==> config.mk <==
export PLATFORM = sky130hd
export DESIGN_NAME = json_string_unescaper_core_flat
export DESIGN_NICKNAME = d
export VERILOG_FILES = /design/src/rtl/core/jsu_pkg.sv /design/src/rtl/core/jsu_if.sv /design/src/rtl/core/jsu_front.sv /design/src/rtl/core/jsu_fifo.sv /design/src/rtl/core/jsu_back.sv /design/src/rtl/core/json_string_unescaper_core.sv /design/src/flat_wrapper.sv
export SDC_FILE = /design/constraint.sdc
export NUM_CORES = 1
export LEC_CHECK = 0
export ABC_AREA = 1
export BUFFER_PORTS_ARGS = -buffer_cell sky130_fd_sc_hd__buf_2
export CORE_MARGIN = 3
export CORE_UTILIZATION = 61
export DETAILED_ROUTE_END_ITERATION = 16
export HOLD_SLACK_MARGIN = 0.02
export PLACE_DENSITY = 0.87
export RECOVER_POWER = 25
export SYNTH_ARGS = -nofsm -noshare
export SYNTH_HDL_FRONTEND = slang
export SYNTH_HIERARCHICAL = 1
export SYNTH_SLANG_ARGS = --single-unit
==> constraint.sdc <==
create_clock -name clk_i -period 4.3 [get_ports clk_i]
set_input_delay 0.43 -clock clk_i [delete_from_list [all_inputs] [get_ports clk_i]]
set_output_delay 0.43 -clock clk_i [all_outputs]
set_load 0.005 [all_outputs]
==> src/rtl/core/jsu_pkg.sv <==
// ----------------------------------------------------------------------------
// jsu_pkg: shared types and helpers for the JSON string unescaper
// Result kinds, the decoded op handed from front to back, and the byte maps.
// ----------------------------------------------------------------------------
`default_nettype none

package jsu_pkg;

  localparam int unsigned LengthBitsDefault = 16;
  localparam int unsigned OpFifoDepthDefault = 4;
  localparam int unsigned OutLenW = 16;

  localparam logic [7:0] ChBackslash = 8'h5c;
  localparam logic [7:0] ChQuote     = 8'h22;
  localparam logic [7:0] ChU         = 8'h75;

  typedef enum logic [1:0] {
    KIND_DATA   = 2'd0,
    KIND_CLOSE  = 2'd1,
    KIND_UNTERM = 2'd2,
    KIND_BADHEX = 2'd3
  } kind_e;

  typedef struct packed {
    kind_e      kind;
    logic [7:0] data;
  } result_t;

  // an op holds the one or two results of one accepted word that gives any
  typedef struct packed {
    logic    dual;
    result_t res0;
    result_t res1;
  } op_t;

  // escape character -> byte; unknown escapes give a backslash
  function automatic logic [7:0] escape_map(input logic [7:0] c);
    logic [7:0] r;
    case (c)
      8'h22:   r = 8'h22;
      8'h2f:   r = 8'h2f;
      8'h5c:   r = 8'h5c;
      8'h62:   r = 8'h08;
      8'h66:   r = 8'h0c;
      8'h6e:   r = 8'h0a;
      8'h72:   r = 8'h0d;
      8'h74:   r = 8'h09;
      default: r = ChBackslash;
    endcase
    return r;
  endfunction

  // hex digit value; bit 4 set flags a non-hex character
  function automatic logic [4:0] hex_value(input logic [7:0] c);
    logic [4:0] r;
    if (c >= 8'h30 && c <= 8'h39) begin
      r = {1'b0, 4'(c - 8'h30)};
    end else if (c >= 8'h41 && c <= 8'h46) begin
      r = {1'b0, 4'(c - 8'h37)};
    end else if (c >= 8'h61 && c <= 8'h66) begin
      r = {1'b0, 4'(c - 8'h57)};
    end else begin
      r = 5'h10;
    end
    return r;
  endfunction

endpackage

`default_nettype wire

==> src/rtl/core/jsu_if.sv <==
// ----------------------------------------------------------------------------
// jsu_if: valid/ready channel interfaces of the JSON string unescaper
// One interface for input words and one for result words.
// ----------------------------------------------------------------------------
`default_nettype none

interface jsu_in_if;
  logic       valid;
  logic       ready;
  logic [7:0] in_byte;
  logic       end_of_input;

  modport source (output valid, output in_byte, output end_of_input, input ready);
  modport sink   (input valid, input in_byte, input end_of_input, output ready);
endinterface

interface jsu_out_if;
  logic        valid;
  logic        ready;
  logic [1:0]  kind;
  logic [7:0]  out_byte;
  logic [15:0] length;
  logic        last;

  modport source (output valid, output kind, output out_byte, output length,
                  output last, input ready);
  modport sink   (input valid, input kind, input out_byte, input length,
                  input last, output ready);
endinterface

`default_nettype wire

==> src/rtl/core/jsu_front.sv <==
// ----------------------------------------------------------------------------
// jsu_front: escape decoder
// Accepts input words, tracks text/escape/\u mode and pushes decoded ops.
// ----------------------------------------------------------------------------
`default_nettype none

module jsu_front (
  input  wire            clk_i,
  input  wire            rst_ni,
  jsu_in_if.sink         in_i,
  output logic           push_o,
  output jsu_pkg::op_t   op_o,
  input  wire            full_i
);
  import jsu_pkg::*;

  typedef enum logic [1:0] {
    MODE_TEXT = 2'd0,
    MODE_ESC  = 2'd1,
    MODE_HEX  = 2'd2
  } mode_e;

  mode_e      mode_q, mode_d;
  logic [1:0] hex_cnt_q, hex_cnt_d;
  logic [7:0] hex_acc_q, hex_acc_d;

  logic       take;
  logic       has_res;
  logic [4:0] hv;
  logic [7:0] c;
  logic [7:0] acc_new;

  assign in_i.ready = !full_i;
  assign take       = in_i.valid && !full_i;
  assign c          = in_i.in_byte;
  assign hv         = hex_value(c);
  assign acc_new    = {hex_acc_q[3:0], hv[3:0]};

  always_comb begin
    mode_d    = mode_q;
    hex_cnt_d = hex_cnt_q;
    hex_acc_d = hex_acc_q;
    has_res   = 1'b0;
    op_o      = '{dual: 1'b0,
                  res0: '{kind: KIND_DATA, data: 8'h00},
                  res1: '{kind: KIND_DATA, data: 8'h00}};
    if (in_i.end_of_input) begin
      has_res = 1'b1;
      case (mode_q)
        MODE_HEX: begin
          op_o.dual = 1'b1;
          op_o.res0 = '{kind: KIND_BADHEX, data: 8'h00};
          op_o.res1 = '{kind: KIND_UNTERM, data: 8'h00};
        end
        MODE_ESC: begin
          op_o.dual = 1'b1;
          op_o.res0 = '{kind: KIND_DATA, data: ChBackslash};
          op_o.res1 = '{kind: KIND_UNTERM, data: 8'h00};
        end
        default: begin
          op_o.res0 = '{kind: KIND_UNTERM, data: 8'h00};
        end
      endcase
      mode_d    = MODE_TEXT;
      hex_cnt_d = 2'd0;
      hex_acc_d = 8'h00;
    end else begin
      case (mode_q)
        MODE_ESC: begin
          if (c == ChU) begin
            mode_d    = MODE_HEX;
            hex_cnt_d = 2'd0;
            hex_acc_d = 8'h00;
          end else begin
            has_res   = 1'b1;
            op_o.res0 = '{kind: KIND_DATA, data: escape_map(c)};
            mode_d    = MODE_TEXT;
          end
        end
        MODE_HEX: begin
          if (hv[4]) begin
            // bad digit ends the \u, then the byte is taken as in text mode
            has_res   = 1'b1;
            op_o.res0 = '{kind: KIND_BADHEX, data: 8'h00};
            mode_d    = MODE_TEXT;
            hex_cnt_d = 2'd0;
            if (c == ChBackslash) begin
              mode_d = MODE_ESC;
            end else if (c == ChQuote) begin
              op_o.dual = 1'b1;
              op_o.res1 = '{kind: KIND_CLOSE, data: 8'h00};
              hex_acc_d = 8'h00;
            end else begin
              op_o.dual = 1'b1;
              op_o.res1 = '{kind: KIND_DATA, data: c};
            end
          end else begin
            hex_acc_d = acc_new;
            if (hex_cnt_q[0]) begin
              has_res   = 1'b1;
              op_o.res0 = '{kind: KIND_DATA, data: acc_new};
            end
            if (hex_cnt_q == 2'd3) begin
              hex_cnt_d = 2'd0;
              mode_d    = MODE_TEXT;
            end else begin
              hex_cnt_d = hex_cnt_q + 2'd1;
            end
          end
        end
        default: begin
          if (c == ChBackslash) begin
            mode_d = MODE_ESC;
          end else if (c == ChQuote) begin
            has_res   = 1'b1;
            op_o.res0 = '{kind: KIND_CLOSE, data: 8'h00};
            mode_d    = MODE_TEXT;
            hex_cnt_d = 2'd0;
            hex_acc_d = 8'h00;
          end else begin
            has_res   = 1'b1;
            op_o.res0 = '{kind: KIND_DATA, data: c};
          end
        end
      endcase
    end
  end

  assign push_o = take && has_res;

  always_ff @(posedge clk_i or negedge rst_ni) begin
    if (!rst_ni) begin
      mode_q    <= MODE_TEXT;
      hex_cnt_q <= 2'd0;
      hex_acc_q <= 8'h00;
    end else if (take) begin
      mode_q    <= mode_d;
      hex_cnt_q <= hex_cnt_d;
      hex_acc_q <= hex_acc_d;
    end
  end

endmodule

`default_nettype wire

==> src/rtl/core/jsu_fifo.sv <==
// ----------------------------------------------------------------------------
// jsu_fifo: op queue between decoder and emitter
// Small register-based FIFO; push and pop may happen in the same cycle.
// ----------------------------------------------------------------------------
`default_nettype none

module jsu_fifo #(
  parameter int unsigned Depth = jsu_pkg::OpFifoDepthDefault
) (
  input  wire            clk_i,
  input  wire            rst_ni,
  input  wire            push_i,
  input  jsu_pkg::op_t   op_i,
  output logic           full_o,
  input  wire            pop_i,
  output logic           empty_o,
  output jsu_pkg::op_t   op_o
);
  import jsu_pkg::*;

  localparam int unsigned PtrW = (Depth > 1) ? $clog2(Depth) : 1;
  localparam int unsigned CntW = $clog2(Depth + 1);

  op_t             mem_q [Depth];
  logic [PtrW-1:0] wr_q, rd_q;
  logic [CntW-1:0] cnt_q;
  logic            do_push, do_pop;

  assign full_o  = (cnt_q == CntW'(Depth));
  assign empty_o = (cnt_q == '0);
  assign do_push = push_i && !full_o;
  assign do_pop  = pop_i && !empty_o;
  assign op_o    = mem_q[rd_q];

  function automatic logic [PtrW-1:0] ptr_inc(input logic [PtrW-1:0] p);
    return (p == PtrW'(Depth - 1)) ? '0 : p + PtrW'(1);
  endfunction

  always_ff @(posedge clk_i) begin
    if (do_push) begin
      mem_q[wr_q] <= op_i;
    end
  end

  always_ff @(posedge clk_i or negedge rst_ni) begin
    if (!rst_ni) begin
      wr_q  <= '0;
      rd_q  <= '0;
      cnt_q <= '0;
    end else begin
      if (do_push) begin
        wr_q <= ptr_inc(wr_q);
      end
      if (do_pop) begin
        rd_q <= ptr_inc(rd_q);
      end
      if (do_push && !do_pop) begin
        cnt_q <= cnt_q + CntW'(1);
      end else if (do_pop && !do_push) begin
        cnt_q <= cnt_q - CntW'(1);
      end
    end
  end

endmodule

`default_nettype wire

==> src/rtl/core/jsu_back.sv <==
// ----------------------------------------------------------------------------
// jsu_back: result emitter
// Steps through each op's results, keeps the string length, drives the port.
// ----------------------------------------------------------------------------
`default_nettype none

module jsu_back #(
  parameter int unsigned LengthBits = jsu_pkg::LengthBitsDefault
) (
  input  wire            clk_i,
  input  wire            rst_ni,
  input  wire            empty_i,
  input  jsu_pkg::op_t   op_i,
  output logic           pop_o,
  jsu_out_if.source      out_o
);
  import jsu_pkg::*;

  localparam int unsigned ExtW = (LengthBits > OutLenW) ? LengthBits : OutLenW;

  logic                  valid_q;
  logic [1:0]            kind_q;
  logic [7:0]            byte_q;
  logic [OutLenW-1:0]    len_q;
  logic                  last_q;
  logic                  idx_q;
  logic [LengthBits-1:0] count_q, count_d, count_inc;
  logic [ExtW-1:0]       count_ext;

  logic    load;
  result_t cur;
  logic    is_last;

  assign load    = !empty_i && (!valid_q || out_o.ready);
  assign cur     = idx_q ? op_i.res1 : op_i.res0;
  assign is_last = idx_q || !op_i.dual;
  assign pop_o   = load && is_last;

  always_comb begin
    count_inc = count_q;
    if (cur.kind == KIND_DATA && count_q != '1) begin
      count_inc = count_q + LengthBits'(1);
    end
    count_ext = ExtW'(count_inc);
    // close and unterminated reset the count for the next string
    count_d = count_inc;
    if (cur.kind == KIND_CLOSE || cur.kind == KIND_UNTERM) begin
      count_d = '0;
    end
  end

  always_ff @(posedge clk_i) begin
    if (load) begin
      kind_q <= cur.kind;
      byte_q <= (cur.kind == KIND_DATA) ? cur.data : 8'h00;
      len_q  <= (count_ext > ExtW'({OutLenW{1'b1}})) ? {OutLenW{1'b1}}
                                                      : count_ext[OutLenW-1:0];
      last_q <= is_last;
    end
  end

  always_ff @(posedge clk_i or negedge rst_ni) begin
    if (!rst_ni) begin
      valid_q <= 1'b0;
      idx_q   <= 1'b0;
      count_q <= '0;
    end else begin
      if (load) begin
        valid_q <= 1'b1;
        idx_q   <= !is_last;
        count_q <= count_d;
      end else if (out_o.ready) begin
        valid_q <= 1'b0;
      end
    end
  end

  assign out_o.valid    = valid_q;
  assign out_o.kind     = kind_q;
  assign out_o.out_byte = byte_q;
  assign out_o.length   = len_q;
  assign out_o.last     = last_q;

endmodule

`default_nettype wire

==> src/rtl/core/json_string_unescaper_core.sv <==
// ----------------------------------------------------------------------------
// json_string_unescaper_core: JSON string body unescaper
// Path: decoder, op queue, output register. Throughput: one input word per
//   cycle while the op queue is not full; results leave at one word per cycle
//   while the sink is ready, so a two-result word holds the emitter for both.
// Reset: async active low; mode, queue, counters and output valid clear.
// ----------------------------------------------------------------------------
`default_nettype none

module json_string_unescaper_core #(
  parameter int unsigned LengthBits  = jsu_pkg::LengthBitsDefault,
  parameter int unsigned OpFifoDepth = jsu_pkg::OpFifoDepthDefault
) (
  input  wire        clk_i,
  input  wire        rst_ni,
  jsu_in_if.sink     in_i,
  jsu_out_if.source  out_o
);
  import jsu_pkg::*;

  // Front: decodes each input word against the text/escape/\u mode and
  // turns it into zero, one or two results (an op). Words that give no
  // result (a backslash, the 'u' of \u, odd hex digits) push nothing.
  logic push;
  op_t  push_op;
  logic full;

  // Queue: decouples the decoder from output backpressure and from the
  // second result a two-result op has at the emitter. The decoder stalls
  // only when the queue is full.
  logic pop;
  logic empty;
  op_t  head_op;

  jsu_front u_front (
    .clk_i  (clk_i),
    .rst_ni (rst_ni),
    .in_i   (in_i),
    .push_o (push),
    .op_o   (push_op),
    .full_i (full)
  );

  jsu_fifo #(
    .Depth (OpFifoDepth)
  ) u_fifo (
    .clk_i   (clk_i),
    .rst_ni  (rst_ni),
    .push_i  (push),
    .op_i    (push_op),
    .full_o  (full),
    .pop_i   (pop),
    .empty_o (empty),
    .op_o    (head_op)
  );

  // Back: walks the head op one result per cycle while out ready holds,
  // keeps the saturating byte count (cleared after a close or unterminated
  // result) and holds the result in an output register that reloads when taken.
  jsu_back #(
    .LengthBits (LengthBits)
  ) u_back (
    .clk_i   (clk_i),
    .rst_ni  (rst_ni),
    .empty_i (empty),
    .op_i    (head_op),
    .pop_o   (pop),
    .out_o   (out_o)
  );

endmodule

`default_nettype wire
==> src/flat_wrapper.sv <==
// flat-port wrapper written by rule: the top's interface ports become plain ports
module json_string_unescaper_core_flat import jsu_pkg::*;
#(
  parameter int unsigned LengthBits  = jsu_pkg::LengthBitsDefault,
  parameter int unsigned OpFifoDepth = jsu_pkg::OpFifoDepthDefault
)
  (clk_i, rst_ni, in_i_valid, in_i_in_byte, in_i_end_of_input, in_i_ready, out_o_valid, out_o_kind, out_o_out_byte, out_o_length, out_o_last, out_o_ready);
  jsu_in_if in_i_i ();
  jsu_out_if out_o_i ();
  input  wire clk_i;
  input  wire rst_ni;
  input wire logic [$bits(in_i_i.valid)-1:0] in_i_valid;
  input wire logic [$bits(in_i_i.in_byte)-1:0] in_i_in_byte;
  input wire logic [$bits(in_i_i.end_of_input)-1:0] in_i_end_of_input;
  output wire logic [$bits(in_i_i.ready)-1:0] in_i_ready;
  output wire logic [$bits(out_o_i.valid)-1:0] out_o_valid;
  output wire logic [$bits(out_o_i.kind)-1:0] out_o_kind;
  output wire logic [$bits(out_o_i.out_byte)-1:0] out_o_out_byte;
  output wire logic [$bits(out_o_i.length)-1:0] out_o_length;
  output wire logic [$bits(out_o_i.last)-1:0] out_o_last;
  input wire logic [$bits(out_o_i.ready)-1:0] out_o_ready;
  assign in_i_i.valid = in_i_valid;
  assign in_i_i.in_byte = in_i_in_byte;
  assign in_i_i.end_of_input = in_i_end_of_input;
  assign in_i_ready = in_i_i.ready;
  assign out_o_valid = out_o_i.valid;
  assign out_o_kind = out_o_i.kind;
  assign out_o_out_byte = out_o_i.out_byte;
  assign out_o_length = out_o_i.length;
  assign out_o_last = out_o_i.last;
  assign out_o_i.ready = out_o_ready;
  json_string_unescaper_core #(.LengthBits(LengthBits), .OpFifoDepth(OpFifoDepth)) u_core (.clk_i(clk_i), .rst_ni(rst_ni), .in_i(in_i_i), .out_o(out_o_i));
endmodule
==> impl_metrics.json, run 1 <==
{
  "worstPathMaxFanout": 87,
  "netlist-cell-type-count": 47,
  "worst-endpoint-required_ns": 4.46,
  "final_common_cell": "nand2_1",
  "drc": 0,
  "cts_buffers": 17,
  "synth-xor-area-share_pct": 0.230,
  "synthMuxAreaShare_pct": 0,
  "period_share_pct": 75.1,
  "track_usage_pct": 23.2,
  "power.density_nw_per_um2": 589,
  "holdWs_ns": 0.304,
  "numPortBuffers": 41,
  "skew_ns": 0.00729,
  "cts_setup_buffers": 0,
  "cp.arrival_ns": 3.39,
  "tns_ns": 0,
  "irDropWorstVdd_mv": 0.458,
  "fill_cells": 894,
  "final_max_slew_viol_count": 34,
  "antenna_found_initial": 0,
  "coreArea_um2": 12100,
  "cts_tree": "done",
  "synth_area_per_cell_um2": 9.46,
  "synth_compound_area_share_pct": 9.47,
  "synth_fp_nets": 834,
  "layout_common_cells": "nand2_1 (204), edfxtp_1 (111), inv_1 (103)",
  "grt-ovfl-total": 0,
  "row_count": 40,
  "die_h_um": 118,
  "ys_ff_latch": 144,
  "holdBufCountCts": 0,
  "synthArstFlopShare_pct": 22.9,
  "yosys.area_share.simple_pct": 24.4,
  "die-area_um2": 13800,
  "yosys_warnings": 6,
  "hold_path.class": "input port to register",
  "crit_top_cell": "nand2_1",
  "drtIter0Drc": 475,
  "synth_seq_area_share_pct": 54.7,
  "clk_pin_slew_ns": 0.06,
  "chipWidth_um": 118,
  "synth_area_um2": 7600,
  "ioPinCount": 42,
  "cp_slowest_cell": "dfrtp_4",
  "grt_pass1_vias": 5500,
  "worst_skew_pair.late_latency_ns": 0.41,
  "hold_viol": 0,
  "nets": 878,
  "ant_nets": 0,
  "worst_pin_slew_ns": 1.86,
  "root_buffer": "clkbuf_16",
  "synth_edf_count": 111,
  "dpl.hpwl_um": 9980,
  "synthFlopType": "edfxtp_1",
  "final-setup-viol-count": 0,
  "wirelength_um": 15500,
  "vias_per_cell": 5.48,
  "path_cells": "nand2_1 > o211ai_1 > nand2_1 > or2_2 > o21ai_0 > ha_1 > inv_1 > nor2_1 > nand2_1 > nor2_1 > nand3_1 > and2_1",
  "violations": "capacitance limit, slew limit",
  "synth_top_family_by_area": "simple AND/OR/NAND/NOR gates",
  "gp_congestion": 1.02,
  "clk_path_buf_depth": 2,
  "grt_pass1_wl_um": 25800,
  "num_antenna_cells": 0,
  "initial_utilization_pct": 62.7,
  "drv_cap": 1,
  "critPathLaunchType": "register",
  "max_freq_mhz": 310,
  "synth_adder_area_share_pct": 3.06,
  "grt_max_degree": 88,
  "synthCells": 803,
  "min_period_ns": 3.23,
  "dr.pass1.iters": 5,
  "syn_to_final_growth_pct": 11.8,
  "crit_type": "register to register",
  "slew_headroom_pct": -24.0,
  "wl_per_cell_um": 15.1,
  "critPathBufInv": 1,
  "vias": 5636,
  "htree_levels": 4,
  "slowest_delay_ns": 1.10,
  "rsz0062_at_grt": "false",
  "cts.sinks": 144,
  "ctsResizeCount": 0,
  "cp_top_family": "simple AND/OR/NAND/NOR gates",
  "leakagePower_nw": 3.71,
  "cp-end-kind": "register",
  "drive_gt1_share_pct": 18.3,
  "status": "finished with violations"
}
## synthesized netlist by cell type, drive strengths merged (5+ instances only)
cell type | number | area, um^2
clkbuf | 5 | 20.0
and2 | 11 | 68.8
a21oi | 11 | 73.8
ha | 17 | 213
buf | 17 | 143
nor2 | 81 | 354
nand4 | 9 | 62.6
nand2 | 232 | 956
o211ai | 45 | 443
dfrtp | 33 | 826
o21ai | 27 | 139
edfxtp | 111 | 3330
inv | 116 | 435
nand3 | 62 | 343
## worst register-to-register path, stage by stage, from the launching register on
cell,delay [ns]
dfrtp_4,1.10
nand2_1,0.14
o211ai_1,0.13
nand2_1,0.07
or2_2,0.28
o21ai_0,0.10
ha_1,0.21
inv_1,0.09
nor2_1,0.25
nand2_1,0.13
nor2_1,0.18
nand3_1,0.11
and2_1,0.18
## report_power, final
part / total [mW] / leakage [nW] / internal (mW) / switching [mW]
Clock: 1.47 / 0.294 / 0.940 / 0.529
Sequential: 2.12 / 1.50 / 1.87 / 0.252
Combinational: 1.41 / 1.92 / 0.497 / 0.915
Total: 5.00 / 3.71 / 3.31 / 1.70
## routing by layer
| layer | wire length [um] | up-vias | part of all wire, % | track usage (%) |
|---|---|---|---|---|
| met1 | 6520 | 2611 | 42 | 29.1 |
| met5 | 0 | - | 0 | 0 |
| li1 | - | 2747 | - | - |
| met2 | 7640 | 243 | 49 | 39.0 |
| met4 | 357 | 0 | 2.3 | 10.0 |
| met3 | 985 | 35 | 6.4 | 5.29 |
## flip-flops by register name, summed over array words and instances (netlist names), 2 cells and up
register and flops:
u_core/u_back/out_o.kind 2, u_core/u_back/out_o.length 16, u_core/u_back/count_q 16, u_core/u_fifo/wr_q 2, u_core/u_front/mode_q 2, u_core/u_fifo/cnt_q 3
u_core/u_front/hex_acc_q 4, u_core/u_fifo/mem_q 84, u_core/u_fifo/rd_q 2, u_core/u_front/hex_cnt_q 2, u_core/u_back/out_o.out_byte 8
## cell type report
cell class / count / area (um^2) / share of cell area, %
Timing Repair Buffer: 48 / 243 / 2.86
Clock inverter: 10 / 135 / 1.59
Inverter: 118 / 444 / 5.23
Multi-Input combinational cell: 518 / 2830 / 33.4
Tap cell: 168 / 210 / 2.47
Clock buffer: 22 / 464 / 5.47
Sequential cell: 144 / 4160 / 49.0
## through the flow
| step | cell area [um^2] | cells | power (mW) | setup WS (ns) | util, % |
|---|---|---|---|---|---|
| finish | 8490 | 1028 | 5.00 | 1.07 | 70.1 |
| global route | 8490 | 1028 | 5.29 | 0.806 | 70.1 |
| CTS | 8510 | 1028 | 5.04 | 1.08 | 70.2 |
| detailed placement | 7910 | 996 | 3.55 | 1.12 | 65.3 |
| global placement | 7910 | 996 | 3.50 | 1.22 | 65.3 |
| floorplan | 7600 | 803 | 3.20 | 1.18 | - |
## final timing paths
kind	from	end	slack [ns]	cells past startpoint
hold / removal	out_o_ready	u_core/u_back/out_o.valid	0.30	4
max in group asynchronous	rst_ni	u_core/u_fifo/rd_q[0]	2.47	1
hold reg to reg	u_core/u_front/hex_acc_q[1]	u_core/u_front/hex_acc_q[1]	0.49	2
setup / recovery	u_core/u_fifo/rd_q[0]	u_core/u_back/out_o.length[13]	1.07	12
min in group asynchronous	rst_ni	u_core/u_back/count_q[2]	0.52	1
setup reg to reg	u_core/u_fifo/rd_q[0]	u_core/u_back/out_o.length[13]	1.07	12
## cells by family (layout without fill, tap and decap cells)
logic type | count (synthesis) | count (layout)
simple gates | 406 | 406
buf+inv | 141 | 198
xor+xnor | 2 | 2
compound gates | 92 | 92
fa+ha+maj | 18 | 18
flops | 144 | 144
No activity file was read; power rests on OpenSTA's default activity.
==> inputs of run 2 (changes only) <==
- ABC_AREA: 1 -> 0
- CORE_UTILIZATION: 61 -> 55
- PLACE_DENSITY: 0.87 -> 0.83
- clock period: 4.3 -> 2.8 ns (I/O delays scaled with it)
==> impl_metrics.json, run 2 <==
{
  "max_freq_mhz": 374,
  "layout_common_cells": "edfxtp_1 (111), buf_4 (44), dfrtp_1 (32)",
  "cp-end-kind": "register",
  "coreArea_um2": 12800,
  "drc": 0,
  "clk_pin_slew_ns": 0.06,
  "final-setup-viol-count": 0,
  "die-area_um2": 14800,
  "dpl_cell_area_um2": 8070,
  "synth_top_area_share_pct": 45.4,
  "dr.pass1.iters": 6,
  "clk_path_buf_depth": 2,
  "pwr-share-comb_pct": 33.9,
  "final_common_cell": "edfxtp_1",
  "track_usage_pct": 22.5,
  "p_int_mw": 5.66,
  "cts_setup_buffers": 0,
  "period_share_pct": 95.4,
  "cp.arrival_ns": 2.85,
  "swShare_pct": 30.8,
  "grt_pass1_wl_um": 25200,
  "chipWidth_um": 122,
  "grt_max_degree": 34,
  "root_buffer": "clkbuf_16",
  "fill_cells": 882,
  "clock_power_share_pct": 27.4,
  "min_period_ns": 2.67,
  "antenna_found_initial": 0,
  "synth-xor-area-share_pct": 1.91,
  "violations": "capacitance limit, slew limit",
  "irDropWorstVdd_mv": 0.509,
  "num_antenna_cells": 0,
  "worst-endpoint-required_ns": 2.97,
  "cts_tree": "done",
  "drv_cap": 1,
  "seqPwrFrac_pct": 38.7,
  "grt_pass1_vias": 4862,
  "worstPathMaxFanout": 7,
  "drtIter0Drc": 542,
  "final_util_pct": 67.7,
  "grt-ovfl-total": 0,
  "synth.most_common_cell": "edfxtp_1",
  "synthMuxAreaShare_pct": 9.70,
  "reg2reg_slack_ns": 0.13,
  "slew_headroom_pct": -29.5,
  "skew_ns": 0.0105,
  "gp_congestion": 0.988,
  "critPathLaunchType": "register",
  "ant_nets": 0,
  "synth_area_um2": 7340,
  "netlist-cell-type-count": 92,
  "wl_per_cell_um": 19.5,
  "synthCells": 546,
  "initial_utilization_pct": 57.2,
  "power.density_nw_per_um2": 943,
  "cts.sinks": 144,
  "largest_reg_flops": 84,
  "htree_levels": 4,
  "stdcell_area_um2": 8680,
  "ys_ff_latch": 144,
  "status": "finished with violations",
  "synth_top_area_cell": "edfxtp_1",
  "synth_area_per_cell_um2": 13.4,
  "fin_total_pwr_mw": 8.18,
  "worst_skew_pair.late_latency_ns": 0.43,
  "dpl.hpwl_um": 10700,
  "synth_adder_area_share_pct": 3.17,
  "crit_type": "register to register",
  "numPortBuffers": 41,
  "rsz0062_at_grt": "false",
  "worst_pin_slew_ns": 1.94,
  "yosys_warnings": 6,
  "leakagePower_nw": 3.27,
  "synthTopCellsByArea": "edfxtp_1 (45%), dfrtp_1 (11%), mux4_2 (6.4%), ha_1 (2.9%), mux2i_1 (1.8%)",
  "final_max_slew_viol_count": 34,
  "regMostFlops": "u_core/u_fifo/mem_q",
  "synth_edf_count": 111,
  "synth_fp_nets": 577,
  "yosys.area_share.simple_pct": 14.3,
  "synthArstFlopShare_pct": 22.9,
  "vias": 4975,
  "syn_to_final_growth_pct": 18.3,
  "synth_seq_area_share_pct": 56.6,
  "ioPinCount": 42,
  "drive_gt1_share_pct": 28.2,
  "synth_compound_area_share_pct": 10.6,
  "synthFlopType": "edfxtp_1",
  "die_h_um": 122,
  "vias_per_cell": 6.16,
  "nets": 653,
  "hold_viol": 0,
  "row_count": 41,
  "switching_power_mw": 2.52,
  "hold_path.class": "input port to register",
  "cts_buffers": 17,
  "wirelength_um": 15700,
  "synth_top_family_by_area": "simple AND/OR/NAND/NOR gates",
  "synth_commonest_cells": "edfxtp_1 (111), dfrtp_1 (33), nand2_1 (30), nor2_1 (27)"
}
## run 2: changes by cell type after synthesis, sizes merged, moves of 8 or more
cell,before,now
nor2b,0,19
inv,116,21
nand2,232,30
o21ai,27,16
nor2,81,28
mux2,0,9
mux4,0,21
o211ai,45,8
mux2i,0,13
xor2,1,9
buf,17,28
nand3,62,23
nor3,4,14
## run 2: cell families (layout without fill, tap and decap cells)
logic type      count (synthesis)  count (layout)
simple gates                  176             176
flops                         144             144
compound gates                 93              93
buf+inv                        56             145
mux                            43              43
fa+ha+maj                      18              18
xor+xnor                       16              16
## run 2: final cells by class
cell class,instances,area [um^2],share of cell area (%)
Sequential cell,144,4160,47.9
Multi-Input combinational cell,346,3010,34.6
Timing Repair Buffer,91,617,7.10
Clock buffer,18,429,4.94
Tap cell,172,215,2.48
Clock inverter,14,165,1.90
Inverter,22,90.1,1.04
## run 2: what timing repair did
item	CTS	global route
pin swaps	0	2
hold buffers	1	0
setup endpoints to repair	10	15
endpoints found under the hold margin	33	0
gates resized for setup	1	9
## run 2: power by group through the flow
| stage | sequential (mW) | combinational (mW) | clock, mW |
|---|---|---|---|
| 6_report | 3.17 | 2.77 | 2.24 |
| 4_1_cts | 3.18 | 2.73 | 2.28 |
| 3_5_place_dp | 3.22 | 2.69 | 0 |
| 2_1_floorplan | 3.13 | 1.79 | 0 |
| 3_3_place_gp | 3.18 | 2.60 | 0 |
| 5_1_grt | 3.22 | 3.01 | 2.38 |
## run 2: worst paths after layout
check | startpoint | cells past startpoint | to
max in group asynchronous | rst_ni | 2 | u_core/u_fifo/rd_q[0]
worst max-delay path | u_core/u_fifo/rd_q[0] | 7 | u_core/u_back/out_o.length[14]
min in group asynchronous | rst_ni | 2 | u_core/u_front/hex_cnt_q[1]
worst max register to register | u_core/u_fifo/rd_q[0] | 7 | u_core/u_back/out_o.length[14]
worst min register to register | u_core/u_front/hex_cnt_q[1] | 2 | u_core/u_front/hex_cnt_q[1]
worst min-delay path | out_o_ready | 3 | u_core/u_back/out_o.valid
## run 2: metrics by stage
| stage | TNS, ns | setup slack, ns | hold slack, ns | instances |
|---|---|---|---|---|
| floorplan | 0 | 0.00991 | -0.0156 | 546 |
| global placement | -0.215 | -0.127 | 0.415 | 774 |
| detailed placement | -0.832 | -0.188 | 0.411 | 774 |
| CTS | 0 | 0.0106 | 0.219 | 807 |
| global route | 0 | 0.00316 | 0.236 | 807 |
| finish | 0 | 0.128 | 0.230 | 807 |
## run 2: metal layers
layer,track usage [%],part of all wire (%),vias up
met5,0,0,-
met4,9.31,2.5,0
met3,4.64,6.7,45
met2,36.5,50,250
met1,29.9,41,2416
li1,-,-,2264
## run 2: critical path, cell delays in order, from the launching register on
cell,delay (ns)
dfrtp_2,0.47
mux4_2,0.55
mux2i_2,0.25
ha_4,0.21
and4_1,0.20
nand3_1,0.14
or3_1,0.46
xnor2_1,0.14
==> inputs of run 3 (changes only) <==
- CELL_PAD_IN_SITES_DETAIL_PLACEMENT: unset -> 1
- CELL_PAD_IN_SITES_GLOBAL_PLACEMENT: unset -> 1
- CORE_UTILIZATION: 55 -> 46
==> impl_metrics.json, run 3 (synthesis results as in run 2) <==
{
  "clk_path_buf_depth": 2,
  "worstPathMaxFanout": 6,
  "final_common_cell": "edfxtp_1",
  "coreArea_um2": 15400,
  "worst-endpoint-required_ns": 2.95,
  "cts_buffers": 17,
  "r2r-start": "u_core/u_fifo/rd_q[0]",
  "stdcell_area_um2": 8740,
  "die_h_um": 132,
  "final.setup.worst_slack_ns": 0.0788,
  "antenna_found_initial": 0,
  "irDropWorstVdd_mv": 0.454,
  "max_freq_mhz": 367,
  "root_buffer": "clkbuf_16",
  "critPathLaunchType": "register",
  "dpl_cell_area_um2": 8120,
  "fill_cells": 1555,
  "final-setup-viol-count": 0,
  "clk_pin_slew_ns": 0.06,
  "drv_cap": 0,
  "die-area_um2": 17500,
  "nets": 658,
  "leakagePower_nw": 3.25,
  "htree_levels": 4,
  "regMostFlops": "u_core/u_fifo/mem_q",
  "holdWs_ns": 0.224,
  "drtIter0Drc": 402,
  "num_antenna_cells": 0,
  "worst_pin_slew_ns": 0.872,
  "grt_pass1_wl_um": 31400,
  "numPortBuffers": 41,
  "hold_viol": 0,
  "crit_type": "register to register",
  "cts.sinks": 144,
  "min-delay-start": "out_o_ready",
  "row_count": 45,
  "period_share_pct": 97.2,
  "hold_path_depth": 3,
  "r2r_cells": 7,
  "final_max_slew_viol_count": 0,
  "chipWidth_um": 132,
  "worst_skew_pair.late_latency_ns": 0.42,
  "syn_to_final_growth_pct": 19.1,
  "dpl.hpwl_um": 13200,
  "slew_headroom_pct": 41.9,
  "r2r_end": "u_core/u_back/out_o.length[14]",
  "layout_common_cells": "edfxtp_1 (111), buf_4 (48), dfrtp_1 (31)",
  "track_usage_pct": 22.9,
  "dp_slack_ns": -0.256,
  "largest_reg_flops": 84,
  "wirelength_um": 19600,
  "hold_path.class": "input port to register",
  "dr.pass1.iters": 5,
  "grt-ovfl-total": 0,
  "vias": 5152,
  "grt_pass1_vias": 5574,
  "drc": 0,
  "gp_congestion": 0.890,
  "grt_max_degree": 34,
  "cts_tree": "done",
  "cp-end-kind": "register",
  "min_period_ns": 2.72,
  "reg2reg_slack_ns": 0.08,
  "initial_utilization_pct": 47.6,
  "ioPinCount": 42,
  "wl_per_cell_um": 23.0,
  "vias_per_cell": 6.05,
  "drive_gt1_share_pct": 28.4,
  "hold_end": "u_core/u_back/out_o.valid",
  "status": "finished clean",
  "skew_ns": 0.00729,
  "power.density_nw_per_um2": 939,
  "cp.arrival_ns": 2.87,
  "ant_nets": 0
}
-- run 3: what timing repair did --
item	in CTS	in global routing
endpoints found under the hold margin	33	0
setup buffers	1	3
pin swaps	0	4
setup endpoints to repair	20	17
hold buffers	1	0
resized for setup	3	16
-- run 3: how the worst max path moves through the flow --
stage | to | slack [ns] | start
finish | u_core/u_back/out_o.length[14] | 0.08 | u_core/u_fifo/rd_q[0]
floorplan | u_core/u_back/count_q[11] | 0.01 | u_core/u_fifo/rd_q[0]
global route | u_core/u_back/out_o.length[14] | -0.03 | u_core/u_fifo/rd_q[0]
CTS | u_core/u_back/out_o.length[14] | 0.004 | u_core/u_fifo/rd_q[0]
global placement | u_core/u_fifo/cnt_q[2] | -0.14 | in_i_in_byte[0]
detailed placement | u_core/u_fifo/cnt_q[2] | -0.26 | in_i_in_byte[0]
-- run 3: report_power, final --
group	leakage [nW]	switching, mW	internal, mW
clock	0.254	0.915	1.14
sequential	1.49	0.306	2.91
combinational	1.51	1.55	1.38
total	3.25	2.77	5.43
-- run 3: layer usage --
layer  vias to the layer above  wire, um  part of all wire [%]  global-route usage [%]
li1                       2273         -                     -                       -
met1                      2650      7830                    40                    28.4
met2                       198     10400                    53                    40.4
met3                        31       981                   5.0                    4.16
met4                         0       307                   1.6                    7.79
met5                         -         0                     0                       0
-- run 3: layout make-up --
class,instances,area (um^2),area share [%]
inverters,22,90.1,1.03
multi-input cells,346,3040,34.7
flip-flops and latches,144,4160,47.6
repair buffers,96,651,7.44
clock buffers,18,429,4.91
clock inverters,14,111,1.27
well taps,211,264,3.02
-- run 3: worst max-delay path, stage by stage, from the launching register on --
cell and delay, ns:
dfrtp_2 0.48, mux4_2 0.55, mux2i_2 0.21, ha_2 0.27
and4_1 0.23, nand3_1 0.14, or3_4 0.43, xnor2_1 0.15
-- run 3: per-stage QoR --
| stage | cells | utilization, % | setup TNS [ns] | total power, mW |
|---|---|---|---|---|
| finish | 851 | 56.7 | 0 | 8.21 |
| global route | 851 | 56.7 | -0.0674 | 8.64 |
| CTS | 848 | 56.3 | 0 | 8.16 |
| detailed placement | 814 | 52.7 | -6.12 | 6.04 |
| global placement | 814 | 52.7 | -0.231 | 5.79 |
| floorplan | 546 | - | 0 | 4.91 |
